**config.mk**
```make
export PLATFORM = sky130hd
export DESIGN_NAME = csv_field_splitter_unit
export DESIGN_NICKNAME = d
export VERILOG_FILES = /design/src/sv/csvfs_pkg.sv /design/src/sv/csv_field_splitter_unit.sv /design/src/sv/csvfs_core.sv /design/src/sv/csvfs_out_reg.sv
export VERILOG_INCLUDE_DIRS = /design/src /design/src/sv
export SDC_FILE = /design/constraint.sdc
export NUM_CORES = 1
export LEC_CHECK = 0
export ABC_AREA = 0
export BUFFER_PORTS_ARGS = -buffer_cell sky130_fd_sc_hd__buf_2
export CAP_MARGIN = 20
export CORE_MARGIN = 2
export CORE_UTILIZATION = 57
export CTS_CLUSTER_DIAMETER = 100
export CTS_CLUSTER_SIZE = 10
export DETAILED_ROUTE_END_ITERATION = 6
export MAX_ROUTING_LAYER = met4
export PLACE_DENSITY = 0.8
export SETUP_SLACK_MARGIN = 0.4
export SLEW_MARGIN = 30
export SYNTH_ARGS = -nofsm -noshare
export SYNTH_HDL_FRONTEND = slang
export SYNTH_SLANG_ARGS = --single-unit
```
**constraint.sdc**
```tcl
create_clock -name aclk -period 4.8 [get_ports aclk]
set_input_delay 0.72 -clock aclk [delete_from_list [all_inputs] [get_ports aclk]]
set_output_delay 0.72 -clock aclk [all_outputs]
set_load 0.01 [all_outputs]
```
**src/sv/csv_field_splitter_unit_macros.svh**
```systemverilog
// Assertion macros for the CSV splitter.
`ifndef CSV_FIELD_SPLITTER_UNIT_MACROS_SVH
`define CSV_FIELD_SPLITTER_UNIT_MACROS_SVH

// Same-cycle implication, checked out of reset.
`define CSVFS_ASSERT_NOW(label, ante, cons) \
    label: assert property (@(posedge aclk) disable iff (!aresetn) \
        (ante) |-> (cons)) else $error("csvfs assertion failed");

// Next-cycle implication, checked out of reset.
`define CSVFS_ASSERT_NEXT(label, ante, cons) \
    label: assert property (@(posedge aclk) disable iff (!aresetn) \
        (ante) |=> (cons)) else $error("csvfs assertion failed");

`endif

```
**src/sv/csvfs_pkg.sv**
```systemverilog
`default_nettype none

package csvfs_pkg;

    localparam int BYTE_W    = 8;
    localparam int FIDX_W    = 5;
    localparam int FCOUNT_W  = 6;
    localparam int M_TDATA_W = 24;
    localparam int M_TUSER_W = 2;

    localparam logic [BYTE_W-1:0] CHAR_QUOTE = 8'h22;
    localparam logic [BYTE_W-1:0] CHAR_COMMA = 8'h2C;
    localparam logic [BYTE_W-1:0] CHAR_TAB   = 8'h09;
    localparam logic [BYTE_W-1:0] CHAR_SPACE = 8'h20;
    localparam logic [BYTE_W-1:0] CHAR_CR    = 8'h0D;
    localparam logic [BYTE_W-1:0] CHAR_LF    = 8'h0A;

    // one result transaction
    typedef struct packed {
        logic                has_char;
        logic [BYTE_W-1:0]   char_byte;
        logic                space_before;
        logic [FIDX_W-1:0]   field_index;
        logic                field_end;
        logic                record_end;
        logic [FCOUNT_W-1:0] field_count;
        logic                overflow;
    } csvfs_res_t;

endpackage

`default_nettype wire

```
**src/sv/csv_field_splitter_unit.sv**
```systemverilog
`default_nettype none

// CSV field splitter: takes one byte of a CSV line per transaction (tlast marks the
// last byte of the line) and returns one result transaction for each stored field
// character, each closed field and each line end (a byte that does several of these
// still yields a single transaction); quotes, blanks, separators past the MAX_FIELDS
// budget and line terminators outside quotes produce nothing unless they carry tlast.
// A byte is taken every clock while the result side keeps up: the byte is held in an
// input register, the parse step runs on it in the next cycle against the parser
// state, and the result is loaded into an output register once that register has
// room, which raises m_tvalid. Bytes that produce no result never wait on the
// master side. The overflow bit is sticky until reset and reports a field that needs
// more than MAX_FIELD_LEN-1 slots (a kept blank run takes one) or fields beyond MAX_FIELDS per line.
module csv_field_splitter_unit
    import csvfs_pkg::*;
#(
    parameter int MAX_FIELDS    = 32,
    parameter int MAX_FIELD_LEN = 128
) (
    input  wire logic                 aclk,
    input  wire logic                 aresetn,
    // slave side: incoming characters
    input  wire logic                 s_tvalid,
    output logic                      s_tready,
    input  wire logic [BYTE_W-1:0]    s_tdata,   // [7:0] in_byte
    input  wire logic                 s_tlast,   // end_of_record
    // master side: parse results
    output logic                      m_tvalid,
    input  wire logic                 m_tready,
    output logic [M_TDATA_W-1:0]      m_tdata,   // [7:0] char_byte, [8] space_before,
                                                 // [13:9] field_index, [19:14] field_count,
                                                 // [20] overflow, [23:21] zero
    output logic [M_TUSER_W-1:0]      m_tuser,   // [0] has_char, [1] field_end
    output logic                      m_tlast    // record_end
);

    // input stage
    logic              stage_valid_reg, stage_valid_next;
    logic [BYTE_W-1:0] stage_byte_reg;
    logic              stage_eor_reg;

    logic       stage_go;
    logic       res_valid;
    logic       out_free;
    csvfs_res_t res;
    csvfs_res_t m_res;

    // a byte moves on when it yields nothing or the result register has room
    assign stage_go = stage_valid_reg && (!res_valid || out_free);
    assign s_tready = !stage_valid_reg || stage_go;

    always_comb begin
        stage_valid_next = stage_valid_reg;
        if (s_tready) begin
            stage_valid_next = s_tvalid;
        end
    end

    always_ff @(posedge aclk) begin
        if (!aresetn) begin
            stage_valid_reg <= 1'b0;
        end else begin
            stage_valid_reg <= stage_valid_next;
        end
    end

    always_ff @(posedge aclk) begin
        if (s_tvalid && s_tready) begin
            stage_byte_reg <= s_tdata;
            stage_eor_reg  <= s_tlast;
        end
    end

    csvfs_core #(
        .MAX_FIELDS    (MAX_FIELDS),
        .MAX_FIELD_LEN (MAX_FIELD_LEN)
    ) u_core (
        .aclk          (aclk),
        .aresetn       (aresetn),
        .go            (stage_go),
        .in_byte       (stage_byte_reg),
        .end_of_record (stage_eor_reg),
        .res_valid     (res_valid),
        .res           (res)
    );

    csvfs_out_reg u_out (
        .aclk     (aclk),
        .aresetn  (aresetn),
        .load     (stage_go && res_valid),
        .res      (res),
        .out_free (out_free),
        .m_tvalid (m_tvalid),
        .m_tready (m_tready),
        .m_res    (m_res)
    );

    // pack the result transaction
    assign m_tdata = {3'b000, m_res.overflow, m_res.field_count, m_res.field_index,
                      m_res.space_before, m_res.char_byte};
    assign m_tuser = {m_res.field_end, m_res.has_char};
    assign m_tlast = m_res.record_end;

endmodule

`default_nettype wire

```
**src/sv/csvfs_core.sv**
```systemverilog
`default_nettype none

`include "csv_field_splitter_unit_macros.svh"

// Parser state and per-byte step logic.
module csvfs_core
    import csvfs_pkg::*;
#(
    parameter int MAX_FIELDS    = 32,
    parameter int MAX_FIELD_LEN = 128
) (
    input  wire logic              aclk,
    input  wire logic              aresetn,
    input  wire logic              go,          // commit the staged byte
    input  wire logic [BYTE_W-1:0] in_byte,
    input  wire logic              end_of_record,
    output logic                   res_valid,
    output csvfs_res_t             res
);

    localparam int FIELD_W = $clog2(MAX_FIELDS + 1);
    localparam int LEN_W   = (MAX_FIELD_LEN > 2) ? $clog2(MAX_FIELD_LEN) : 1;
    localparam logic [FIELD_W-1:0] FIELD_LIMIT = FIELD_W'(MAX_FIELDS);
    localparam logic [LEN_W:0]     LEN_LIMIT   = (LEN_W + 1)'(MAX_FIELD_LEN - 1);

    logic               in_quotes_reg, in_quotes_next;
    logic [FIELD_W-1:0] cur_field_reg, cur_field_next;
    logic [LEN_W-1:0]   field_len_reg, field_len_next;
    logic               space_pend_reg, space_pend_next;
    logic               overflow_reg, overflow_next;

    logic               has;
    logic               fe;
    logic [FIELD_W-1:0] fidx;
    logic [FIELD_W-1:0] count;
    logic [LEN_W:0]     len_sum;
    logic [FIELD_W+FIDX_W-1:0]   fidx_ext;
    logic [FIELD_W+FCOUNT_W-1:0] count_ext;

    always_comb begin
        in_quotes_next  = in_quotes_reg;
        cur_field_next  = cur_field_reg;
        field_len_next  = field_len_reg;
        space_pend_next = space_pend_reg;
        overflow_next   = overflow_reg;
        has  = 1'b0;
        fe   = 1'b0;
        fidx = '0;
        len_sum = {1'b0, field_len_reg} + (space_pend_reg ? (LEN_W + 1)'(2)
                                                          : (LEN_W + 1)'(1));

        if (in_byte == CHAR_QUOTE) begin
            in_quotes_next = !in_quotes_reg;
        end else if (!in_quotes_reg && in_byte == CHAR_COMMA) begin
            if (cur_field_reg < FIELD_LIMIT) begin
                fe             = 1'b1;
                fidx           = cur_field_reg;
                cur_field_next = cur_field_reg + FIELD_W'(1);
            end else begin
                overflow_next = 1'b1;
            end
            field_len_next  = '0;
            space_pend_next = 1'b0;
        end else if (!in_quotes_reg && (in_byte == CHAR_CR || in_byte == CHAR_LF)) begin
            // line terminators outside quotes carry nothing
        end else if (in_byte == CHAR_SPACE || in_byte == CHAR_TAB) begin
            if (field_len_reg != '0) begin
                space_pend_next = 1'b1;
            end
        end else begin
            if (cur_field_reg < FIELD_LIMIT && len_sum <= LEN_LIMIT) begin
                has            = 1'b1;
                fidx           = cur_field_reg;
                field_len_next = len_sum[LEN_W-1:0];
            end else begin
                overflow_next = 1'b1;
            end
            space_pend_next = 1'b0;
        end

        count = cur_field_next;
        if (end_of_record) begin
            // last field counts only if it holds something
            if (field_len_next != '0 && cur_field_next < FIELD_LIMIT) begin
                fe    = 1'b1;
                fidx  = cur_field_next;
                count = cur_field_next + FIELD_W'(1);
            end
            in_quotes_next  = 1'b0;
            cur_field_next  = '0;
            field_len_next  = '0;
            space_pend_next = 1'b0;
        end
    end

    assign fidx_ext  = {{FIDX_W{1'b0}}, fidx};
    assign count_ext = {{FCOUNT_W{1'b0}}, count};

    always_comb begin
        res_valid        = has || fe || end_of_record;
        res.has_char     = has;
        res.char_byte    = has ? in_byte : '0;
        res.space_before = has && space_pend_reg;
        res.field_index  = fidx_ext[FIDX_W-1:0];
        res.field_end    = fe;
        res.record_end   = end_of_record;
        res.field_count  = count_ext[FCOUNT_W-1:0];
        res.overflow     = overflow_next;
    end

    always_ff @(posedge aclk) begin
        if (!aresetn) begin
            in_quotes_reg  <= 1'b0;
            cur_field_reg  <= '0;
            field_len_reg  <= '0;
            space_pend_reg <= 1'b0;
            overflow_reg   <= 1'b0;
        end else if (go) begin
            in_quotes_reg  <= in_quotes_next;
            cur_field_reg  <= cur_field_next;
            field_len_reg  <= field_len_next;
            space_pend_reg <= space_pend_next;
            overflow_reg   <= overflow_next;
        end
    end

    `CSVFS_ASSERT_NEXT(a_eor_rearms, go && end_of_record,
        !in_quotes_reg && cur_field_reg == '0 && field_len_reg == '0 && !space_pend_reg)
    `CSVFS_ASSERT_NEXT(a_overflow_sticky, overflow_reg, overflow_reg)
    `CSVFS_ASSERT_NOW(a_field_bound, 1'b1, cur_field_reg <= FIELD_LIMIT)
    `CSVFS_ASSERT_NOW(a_char_and_end, has && fe, end_of_record)

endmodule

`default_nettype wire

```
**src/sv/csvfs_out_reg.sv**
```systemverilog
`default_nettype none

// Result register on the master side.
module csvfs_out_reg
    import csvfs_pkg::*;
(
    input  wire logic        aclk,
    input  wire logic        aresetn,
    input  wire logic        load,
    input  wire csvfs_res_t  res,
    output logic             out_free,
    output logic             m_tvalid,
    input  wire logic        m_tready,
    output csvfs_res_t       m_res
);

    logic       valid_reg, valid_next;
    csvfs_res_t data_reg;

    assign out_free = !valid_reg || m_tready;

    always_comb begin
        valid_next = valid_reg;
        if (load) begin
            valid_next = 1'b1;
        end else if (m_tready) begin
            valid_next = 1'b0;
        end
    end

    always_ff @(posedge aclk) begin
        if (!aresetn) begin
            valid_reg <= 1'b0;
        end else begin
            valid_reg <= valid_next;
        end
    end

    always_ff @(posedge aclk) begin
        if (load) begin
            data_reg <= res;
        end
    end

    assign m_tvalid = valid_reg;
    assign m_res    = data_reg;

endmodule

`default_nettype wire

```
==> results of run 1 <==
worst min-delay path, stage by stage (launching register included):
cell and delay [ns]:
dfxtp_1 0.31, inv_1 0.06, a21oi_1 0.06
area by class of cell:
type | instances | area (sq um)
clock buffer | 5 | 68.8
clock inverter | 3 | 43.8
fill | 392 | 1640
inverter | 9 | 33.8
multi-input combinational | 189 | 1290
sequential | 51 | 1350
tap | 67 | 83.8
timing repair buffer | 41 | 213
Yosys cell counts, types with 2 or more instances:
master / number / area (sq um)
nor3b_1: 2 / 15.0
nor2b_1: 6 / 37.5
a31oi_1: 4 / 25.0
nor4_1: 2 / 12.5
xor2_1: 4 / 35.0
and2_1: 4 / 25.0
a21boi_0: 4 / 30.0
mux2i_1: 6 / 60.1
buf_2: 5 / 25.0
buf_4: 4 / 30.0
o21ai_0: 7 / 35.0
o211ai_1: 2 / 15.0
nand4bb_1: 2 / 22.5
or2_2: 2 / 12.5
nand3_1: 2 / 10.0
a211oi_1: 2 / 15.0
o41ai_1: 2 / 17.5
xnor2_1: 4 / 35.0
o21a_1: 5 / 37.5
nand4_1: 3 / 18.8
buf_6: 3 / 33.8
a21oi_1: 17 / 85.1
edfxtp_1: 33 / 991
o211a_1: 3 / 30.0
clkbuf_1: 4 / 15.0
a22o_1: 2 / 17.5
ha_1: 5 / 62.6
and3_1: 9 / 56.3
nor3_1: 17 / 85.1
dfxtp_1: 18 / 360
nand2_1: 17 / 63.8
o21ai_1: 2 / 10.0
nor2_1: 10 / 37.5
or4_1: 2 / 15.0
nand2b_1: 3 / 18.8
a21boi_1: 4 / 30.0
or3_1: 7 / 43.8
inv_1: 9 / 33.8
worst min-delay path by stage:
stage / endpoint / slack [ns] / cells after the start
final: u_core.overflow_reg$_SDFFE_PN0P_ / 0.46 / 2
after global routing: u_core.overflow_reg$_SDFFE_PN0P_ / 0.50 / 2
after CTS: u_core.overflow_reg$_SDFFE_PN0P_ / 0.46 / 2
after detailed placement: u_core.overflow_reg$_SDFFE_PN0P_ / 0.44 / 2
after global placement: u_core.overflow_reg$_SDFFE_PN0P_ / 0.44 / 2
after floorplan: u_core.overflow_reg$_SDFFE_PN0P_ / 0.43 / 2
power by group:
part / switching (mW) / internal (mW) / leakage [nW] / total (mW)
Clock: 0.145 / 0.155 / 0.0581 / 0.301
Sequential: 0.0111 / 0.484 / 0.455 / 0.495
Combinational: 0.0413 / 0.0291 / 0.649 / 0.0704
Total: 0.198 / 0.668 / 1.16 / 0.866
routing by layer:
| layer | GRT usage (%) | part of all wire, % |
|---|---|---|
| met2 | 32.0 | 43 |
| met5 | - | 0 |
| met1 | 29.6 | 47 |
| met3 | 6.31 | 7.6 |
| met4 | 7.47 | 1.7 |
cell families after synthesis:
logic type,count (synthesis),synth area share (%)
xor gates and xnor gates,8,2.52
DFF,51,48.6
adders and majority gates,6,2.97
AOI/OAI and AO/OA,65,16.7
other,1,0.135
and+or+nand+nor,100,21.2
buffers and inverters,26,5.27
muxes,7,2.70
==> impl_results.md, run 1 <==
- Initial antenna violation count: 0
- Worst-path clk slew: ~0.09 ns
- Worst r2r src: stage_byte_reg[0]$_DFFE_PP_
- Crit path required time: about 4.1 ns
- Register area share after synthesis: 48.6%
- # rows: 25
- Final hold vios: 0
- Die height: ~74 microns
- Pwr dens: 281 nW/um^2
- Mapped Avg Cell Area: 10.5 sq um
- DIE AREA: 5450 sq um
- Critical path class: reg -> out
- Pin count of the biggest net entering global routing: 28
- Worst min path class: reg -> reg
- Syn-to-layout area delta: 11.0%
- Worst setup path start: u_core.space_pend_reg$_SDFFE_PN0P_
- Slowest cell on the critical path: dfxtp_1
- Most frequent cells in the layout: buf_2, edfxtp_1, dfxtp_1
- Via count: about 2.1k
- GRT Util Overall: 22.0%
- Cell variety after synth: 65
- Setup Total Neg Slack: 0 ns
- Crit path depth: 9
- Fin Hold WS: 0.462 ns
- Yosys synthesis warning count: 0
- Hold_buf cts: 0
- Worst Path Arrival: approximately 2.8 ns
- WL/cell: 15.1 microns
- RSZ-0062 raised after global routing: false
- Initial Util: 58.9%
- Post-route DRC: 0
- Critical Path End: s_tready
- Max_cap viols: 0
- Fin worst setup slack: 1.32 ns
- First drt pass iteration count: 5
- Crit path launch type: register
- Non-Filler Instances: 365
- Root Buffer: clkbuf_8
- Post-layout total power: 866 uW
- CTS Buffer Depth: 2
- WP buf/inv: 2
- Worst-Margin Slew: approximately 0.78 ns
- Clock Skew: 0.00527 ns
- Lkg Pwr: around 1.2 nW
- Setup slack, reg-to-reg: 1.59 ns
- Top FF cell, synth: edfxtp_1
- CP max stage delay: 0.41 ns
- Global route overflow: 0
- Drt total wl: between 5000 and 6000 microns
- Clk Latency, worst-skew pair: 0.32 ns
- Port-buffer cells: 38
- Placed instance area: 2970 sq um
- Post-Syn Area: 2780 sq um
- Max FFs per register: 24
- Synth async-reset ratio: 0%
- R2R Path End: u_out.m_res[2]$_DFFE_PP_
- Antenna diodes: 0
- Most common cell after layout, fill and taps aside: buf_2
- DRT iter0 DRCs: 174
- Die Wd: 73.8 microns
- Endpoint class of the critical path: output pin
- Part of the cycle the worst path needs: about 73%
- Status: finished, final reports clean
- Routed Antenna Nets: 0
- Layout cells sized above 1: 21.1%
- Rel. slew slack: 47.4%
- CTS resizes: 0
- Maximum VDD drop: roughly 190 uV
- Core ar.: 4720 sq um
- F_max: 287 MHz
- GP Congestion: 0.938
- CTS Buf Count: 5
- Crit-path cells: inv_1, ha_1, a21oi_1, nor3_1, or3_1, nor2_1, o21ai_0, or2_2, buf_2
- Core Util, Final: around two thirds
- R2R depth: 8
- CTS tree: done
- Vias in the first global route: around 1.8k
- Setup Buffers After CTS: 0
- Cells after Synth: 264
- Critical Path Fanout Max: 4
- Nets: about 320
- Fin. max-slew vios: 0
- Post-synth EDFFs: 33
- Hold Crit Start: u_core.overflow_reg$_SDFFE_PN0P_
- First-pass GRT wire length: 8720 microns
- Post-DP HPWL: 3880 microns
- Finished Cell Area: 3090 sq um
- Setup violators final: 0
- Minimum clock period: 3.48 ns
- Number of I/O pins: 42
- CTS Sinks: 51
- Largest delay contributor family on the critical path: simple AND/OR/NAND/NOR gates
- Placed Cells: 357
- Place WS: 1.65 ns
- H-Tree Depth: 2
- Vias per cell: 5.87
- Synth Register Bits: 51
Note: power is estimated with default switching activity, not from simulation.
==> inputs of run 2 (changes only) <==
- CORE_UTILIZATION: 57 -> 51
- PLACE_DENSITY: 0.8 -> 0.76
- clock period: 4.8 -> 3.1 ns (I/O delays scaled with it)
==> run 2 against run 1 <==
Non-clock buffer count increased by 28. Worst hold slack lost 0.14 ns. Critical path depth fell by 2. Clock skew up 0.00092 ns. Routed wire length grew 27%. First-iteration DRC count is 24% higher. Critical path type is now reg -> reg. Largest cell class is now multi-input gates.
==> impl_results.md, run 2 (synthesis results as in run 1) <==
- Most common cell after layout, fill and taps aside: buf_2
- Critical Path Fanout Max: 7
- Hold Crit Start: s_tdata[5]
- Finished Cell Area: 3600 sq um
- CTS Buf Count: 5
- R2R Path End: u_out.m_res[2]$_DFFE_PP_
- Post-route DRC: 0
- DIE AREA: 6060 sq um
- CTS tree: done
- Fin worst setup slack: 0.197 ns
- Core ar.: 5170 sq um
- Crit path required time: between 3 and 4 ns
- Status: finished, final reports clean
- First-pass GRT wire length: 9920 microns
- Worst-path clk slew: approximately 0.090 ns
- Worst setup path start: stage_byte_reg[2]$_DFFE_PP_
- Worst-Margin Slew: 0.717 ns
- Worst r2r src: stage_byte_reg[2]$_DFFE_PP_
- Final hold vios: 0
- Layout cells sized above 1: 39.3%
- Global route overflow: 0
- Drt total wl: 6960 microns
- R2R depth: 7
- GP Congestion: between 0.8 and 0.9
- Endpoint class of the critical path: register
- Vias per cell: 5.98
- Setup violators final: 0
- Die Wd: 77.8 microns
- First drt pass iteration count: 5
- Clock Skew: ~0.0062 ns
- CTS Buffer Depth: 2
- Post-layout total power: 1.30 mW
- Port-buffer cells: 38
- Number of I/O pins: 42
- Fin Hold WS: 0.326 ns
- DRT iter0 DRCs: 215
- WL/cell: between 15 and 20 microns
- Max_cap viols: 0
- Fin. max-slew vios: 0
- Syn-to-layout area delta: 29.6%
- GRT Util Overall: 21.5%
- H-Tree Depth: 2
- Placed instance area: a little over 3000 sq um
- Combinational power share: between 10% and 20%
- CTS Sinks: 51
- Slowest cell on the critical path: edfxtp_1
- Seq pwr share: 58.5%
- # rows: 26
- Non-Filler Instances: 398
- Worst Path Arrival: between 2 and 3 ns
- Minimum clock period: 2.90 ns
- # fillers: ~370
- Via count: 2381
- Setup Total Neg Slack: 0 ns
- Critical path class: reg -> reg
- Part of the cycle the worst path needs: between 90% and 100%
- Initial antenna violation count: 0
- Clk Latency, worst-skew pair: ~0.31 ns
- Placed Cells: around 370
- Hold Path Depth: 1
- Switching power: 323 uW
- Crit path launch type: register
- Die height: around 78 microns
- Place WS: 0.148 ns
- Pin count of the biggest net entering global routing: 25
- Crit-path cells: or3b_4, or3_4, a31o_1, a211oi_4, o211ai_4, o21ai_4, mux2_4
- Setup slack, reg-to-reg: 0.20 ns
- WP buf/inv: 0
- Root Buffer: clkbuf_8
- Nets: 346
- RSZ-0062 raised after global routing: true
- Core Util, Final: between 60% and 70%
- Hold Path Sink: stage_byte_reg[5]$_DFFE_PP_
- Max FFs per register: 24
- Sw frac: 24.8%
- Routed Antenna Nets: 0
- Pwr dens: between 300 and 400 nW/um^2
- Initial Util: 53.7%
- Clk network pwr share: between 20% and 30%
- Maximum VDD drop: between 300 and 400 uV
- Lkg Pwr: 1.35 nW
- CP max stage delay: between 0.5 and 0.6 ns
- Most frequent cells in the layout: buf_2, edfxtp_1, buf_4, nand2_1, dfxtp_1
- Largest delay contributor family on the critical path: simple AND/OR/NAND/NOR gates
- Worst min path class: in -> reg
- Vias in the first global route: 1983
- Antenna diodes: 0
- F_max: 345 MHz
- Rel. slew slack: 51.8%
- Post-DP HPWL: 4100 microns
- Internal: 980 uW
==> run 2: worst max path at each step <==
stage                                          end  slack (ns)  cells past startpoint
after floorplan           u_out.m_res[2]$_DFFE_PP_        0.30                      8
after global placement    u_out.m_res[5]$_DFFE_PP_        0.17                      8
after detailed placement  u_out.m_res[5]$_DFFE_PP_        0.15                      8
after CTS                                 s_tready        0.28                      8
after global routing      u_out.m_res[5]$_DFFE_PP_        0.14                      9
final                     u_out.m_res[2]$_DFFE_PP_        0.20                      7
==> run 2: repair_timing <==
item / in CTS / in global routing
hold buffers: 0 / 0
resized for setup: 19 / 30
cloned: 1 / 2
buffers inserted: 8 / 11
pin swaps: 7 / 12
endpoints found under the setup margin: 59 / 62
==> run 2: metal layers <==
layer / wire length (microns) / global-route usage, % / vias up
li1: - / - / 1108
met1: 2890 / 29.2 / 1106
met2: 3220 / 31.6 / 137
met3: 582 / 5.47 / 30
met4: 266 / 7.14 / 0
met5: 0 / - / -
==> run 2: worst reg2reg max path: stages (launching register included) <==
cell and delay (ns):
edfxtp_1 0.52, or3b_4 0.48, or3_4 0.46, a31o_1 0.28, a211oi_4 0.27, o211ai_4 0.13, o21ai_4 0.19, mux2_4 0.32
==> run 2: final cells by class <==
cell class | count | area (sq um) | area share (%)
Clock buffer | 5 | 68.8 | 1.91
Multi-Input combinational cell | 191 | 1570 | 43.7
Sequential cell | 51 | 1360 | 37.7
Timing Repair Buffer | 69 | 464 | 12.9
Clock inverter | 3 | 18.8 | 0.521
Tap cell | 70 | 87.6 | 2.43
Inverter | 9 | 33.8 | 0.938
==> run 2: power groups by stage <==
stage / logic, mW / clock network, mW / registers [mW]
5_1_grt: 0.174 / 0.413 / 0.766
4_1_cts: 0.132 / 0.384 / 0.763
3_3_place_gp: 0.121 / 0 / 0.777
3_5_place_dp: 0.122 / 0 / 0.778
2_1_floorplan: 0.0747 / 0 / 0.784
6_report: 0.163 / 0.378 / 0.763
==> inputs of run 3 (changes only) <==
- CORE_MARGIN: 2 -> default
- PLACE_DENSITY: 0.76 -> 0.75
==> run 3 against run 2 <==
Routed wire length grew 0.47%. Utilization increased by 1.1 points. Via count about the same. Sequential cell count stayed put. Global-route usage up 4.4 points. Fmax grew 2.5%. Clock power is 21% higher. Critical path depth grew 4. Clock skew rose by 0.0021 ns. Power increased by 6.0%. Combinational power about the same. Design area grew 1.6%. Largest cell class unchanged.
==> impl_results.md, run 3 (synthesis results as in run 1) <==
- Status: finished, final reports clean
- Vias per cell: 5.90
- Port-buffer cells: 38
- # rows: 26
- Max_cap viols: 0
- Most common cell after layout, fill and taps aside: buf_2
- DIE AREA: 5750 sq um
- First drt pass iteration count: 5
- Met1 WL: 2880 microns
- Clock Skew: 0.00831 ns
- Top sig layer: met4
- Pin count of the biggest net entering global routing: 24
- CTS tree: done
- Worst Path Arrival: 2.89 ns
- Worst min path class: in -> reg
- Place WS: 0.123 ns
- Maximum VDD drop: between 200 and 300 uV
- Endpoint class of the critical path: register
- Rel. slew slack: 58.1%
- Worst-Margin Slew: 0.624 ns
- Part of the cycle the worst path needs: just over 90%
- Via count: 2383
- Non-Filler Instances: 404
- GRT Util Overall: 25.9%
- Drt total wl: 6990 microns
- Hold_buf cts: 0
- Critical Path Fanout Max: 4
- Vias in the first global route: 2163
- Crit path required time: 3.16 ns
- Setup violators final: 0
- GP Congestion: 1.07
- Number of I/O pins: 42
- Initial Util: 53.7%
- Die height: ~76 microns
- Core ar.: 5170 sq um
- Minimum clock period: 2.83 ns
- Layout cells sized above 1: 41.6%
- CTS Buf Count: 5
- Routed Antenna Nets: 0
- Met3 wire length: 596 microns
- Root Buffer: clkbuf_8
- Max FFs per register: 24
- F_max: 353 MHz
- Final hold vios: 0
- Post-route DRC: 0
- Placed Cells: 369
- Fin worst setup slack: 0.269 ns
- Critical path class: reg -> reg
- Fin Hold WS: about 0.32 ns
- Clk Latency, worst-skew pair: 0.31 ns
- Nets: 352
- Most frequent cells in the layout: buf_2, buf_4, edfxtp_1, nand2_1, dfxtp_1
- Syn-to-layout area delta: 31.7%
- Fin. max-slew vios: 0
- Setup Total Neg Slack: 0 ns
- CTS Buffer Depth: 2
- WL/cell: 17.3 microns
- RSZ-0062 raised after global routing: true
- Post-DP HPWL: 4170 microns
- Worst-path clk slew: approximately 0.090 ns
- Die Wd: 75.8 microns
- Global route overflow: 0
- Placed instance area: 3090 sq um
- First-pass GRT wire length: 10700 microns
- Finished Cell Area: roughly 3700 sq um
- Initial antenna violation count: 0
- Pwr dens: 377 nW/um^2
- CTS Sinks: 51
- Crit path launch type: register
- DRT iter0 DRCs: approximately 260
- DR WL met2: 3360 microns
- Antenna diodes: 0
- Lkg Pwr: between 1 and 1.5 nW
- H-Tree Depth: 2
## run 3: changes by cell type in the layout (fill, tap and decap cells not counted), sizes merged
cell    previous run  this run
o21a               6         5
buf               68        76
clkbuf             6         5
inv               10         9
bufinv             0         1
## run 3: per-layer routing
metal,vias up,global-route usage [%]
met1,1093,33.9
met2,141,38.6
met5,-,-
li1,1123,-
met4,0,9.47
met3,26,6.88
## run 3: final timing paths
kind | start | end | slack, ns | cells after the start
setup / recovery | u_core.space_pend_reg$_SDFFE_PN0P_ | u_out.m_res[2]$_DFFE_PP_ | 0.27 | 11
hold / removal | s_tdata[5] | stage_byte_reg[5]$_DFFE_PP_ | 0.32 | 1
setup reg to reg | u_core.space_pend_reg$_SDFFE_PN0P_ | u_out.m_res[2]$_DFFE_PP_ | 0.27 | 11
hold reg to reg | u_core.overflow_reg$_SDFFE_PN0P_ | u_core.overflow_reg$_SDFFE_PN0P_ | 0.47 | 2
## run 3: critical path, stage by stage (launching register included)
cell	delay, ns
dfxtp_4	0.37
inv_2	0.08
ha_4	0.16
fa_1	0.17
and2b_1	0.20
o211a_1	0.28
o21ai_2	0.08
or2b_1	0.24
a211oi_2	0.28
o211ai_2	0.18
o21ai_4	0.21
mux2_4	0.32
## run 3: where the power goes
part	switching [mW]	internal [mW]	total (mW)
clock network	0.218	0.240	0.458
registers	0.0137	0.748	0.761
logic	0.0885	0.0733	0.162
total	0.320	1.06	1.38
## run 3: final cells by class
| cell class | instances | area (sq um) |
|---|---|---|
| Clock buffer | 5 | 68.8 |
| Sequential cell | 51 | 1360 |
| Timing Repair Buffer | 76 | 495 |
| Fill cell | 336 | 1510 |
| Clock inverter | 3 | 43.8 |
| Inverter | 9 | 33.8 |
| Multi-Input combinational cell | 190 | 1570 |
| Tap cell | 70 | 87.6 |
## run 3: per-stage QoR
stage | util, % | total power [mW]
after global routing | 70.8 | 1.43
after CTS | 67.2 | 1.37
after global placement | 59.7 | 0.898
final | 70.8 | 1.38
after detailed placement | 59.7 | 0.901
after floorplan | - | 0.858
## run 3: what timing repair did
action,4_1_cts,5_1_grt
endpoints found under the hold margin,0,0
setup endpoints to repair,52,46
cloned,1,0
gates resized for setup,25,29
pin swaps,13,12
setup buffers,18,8
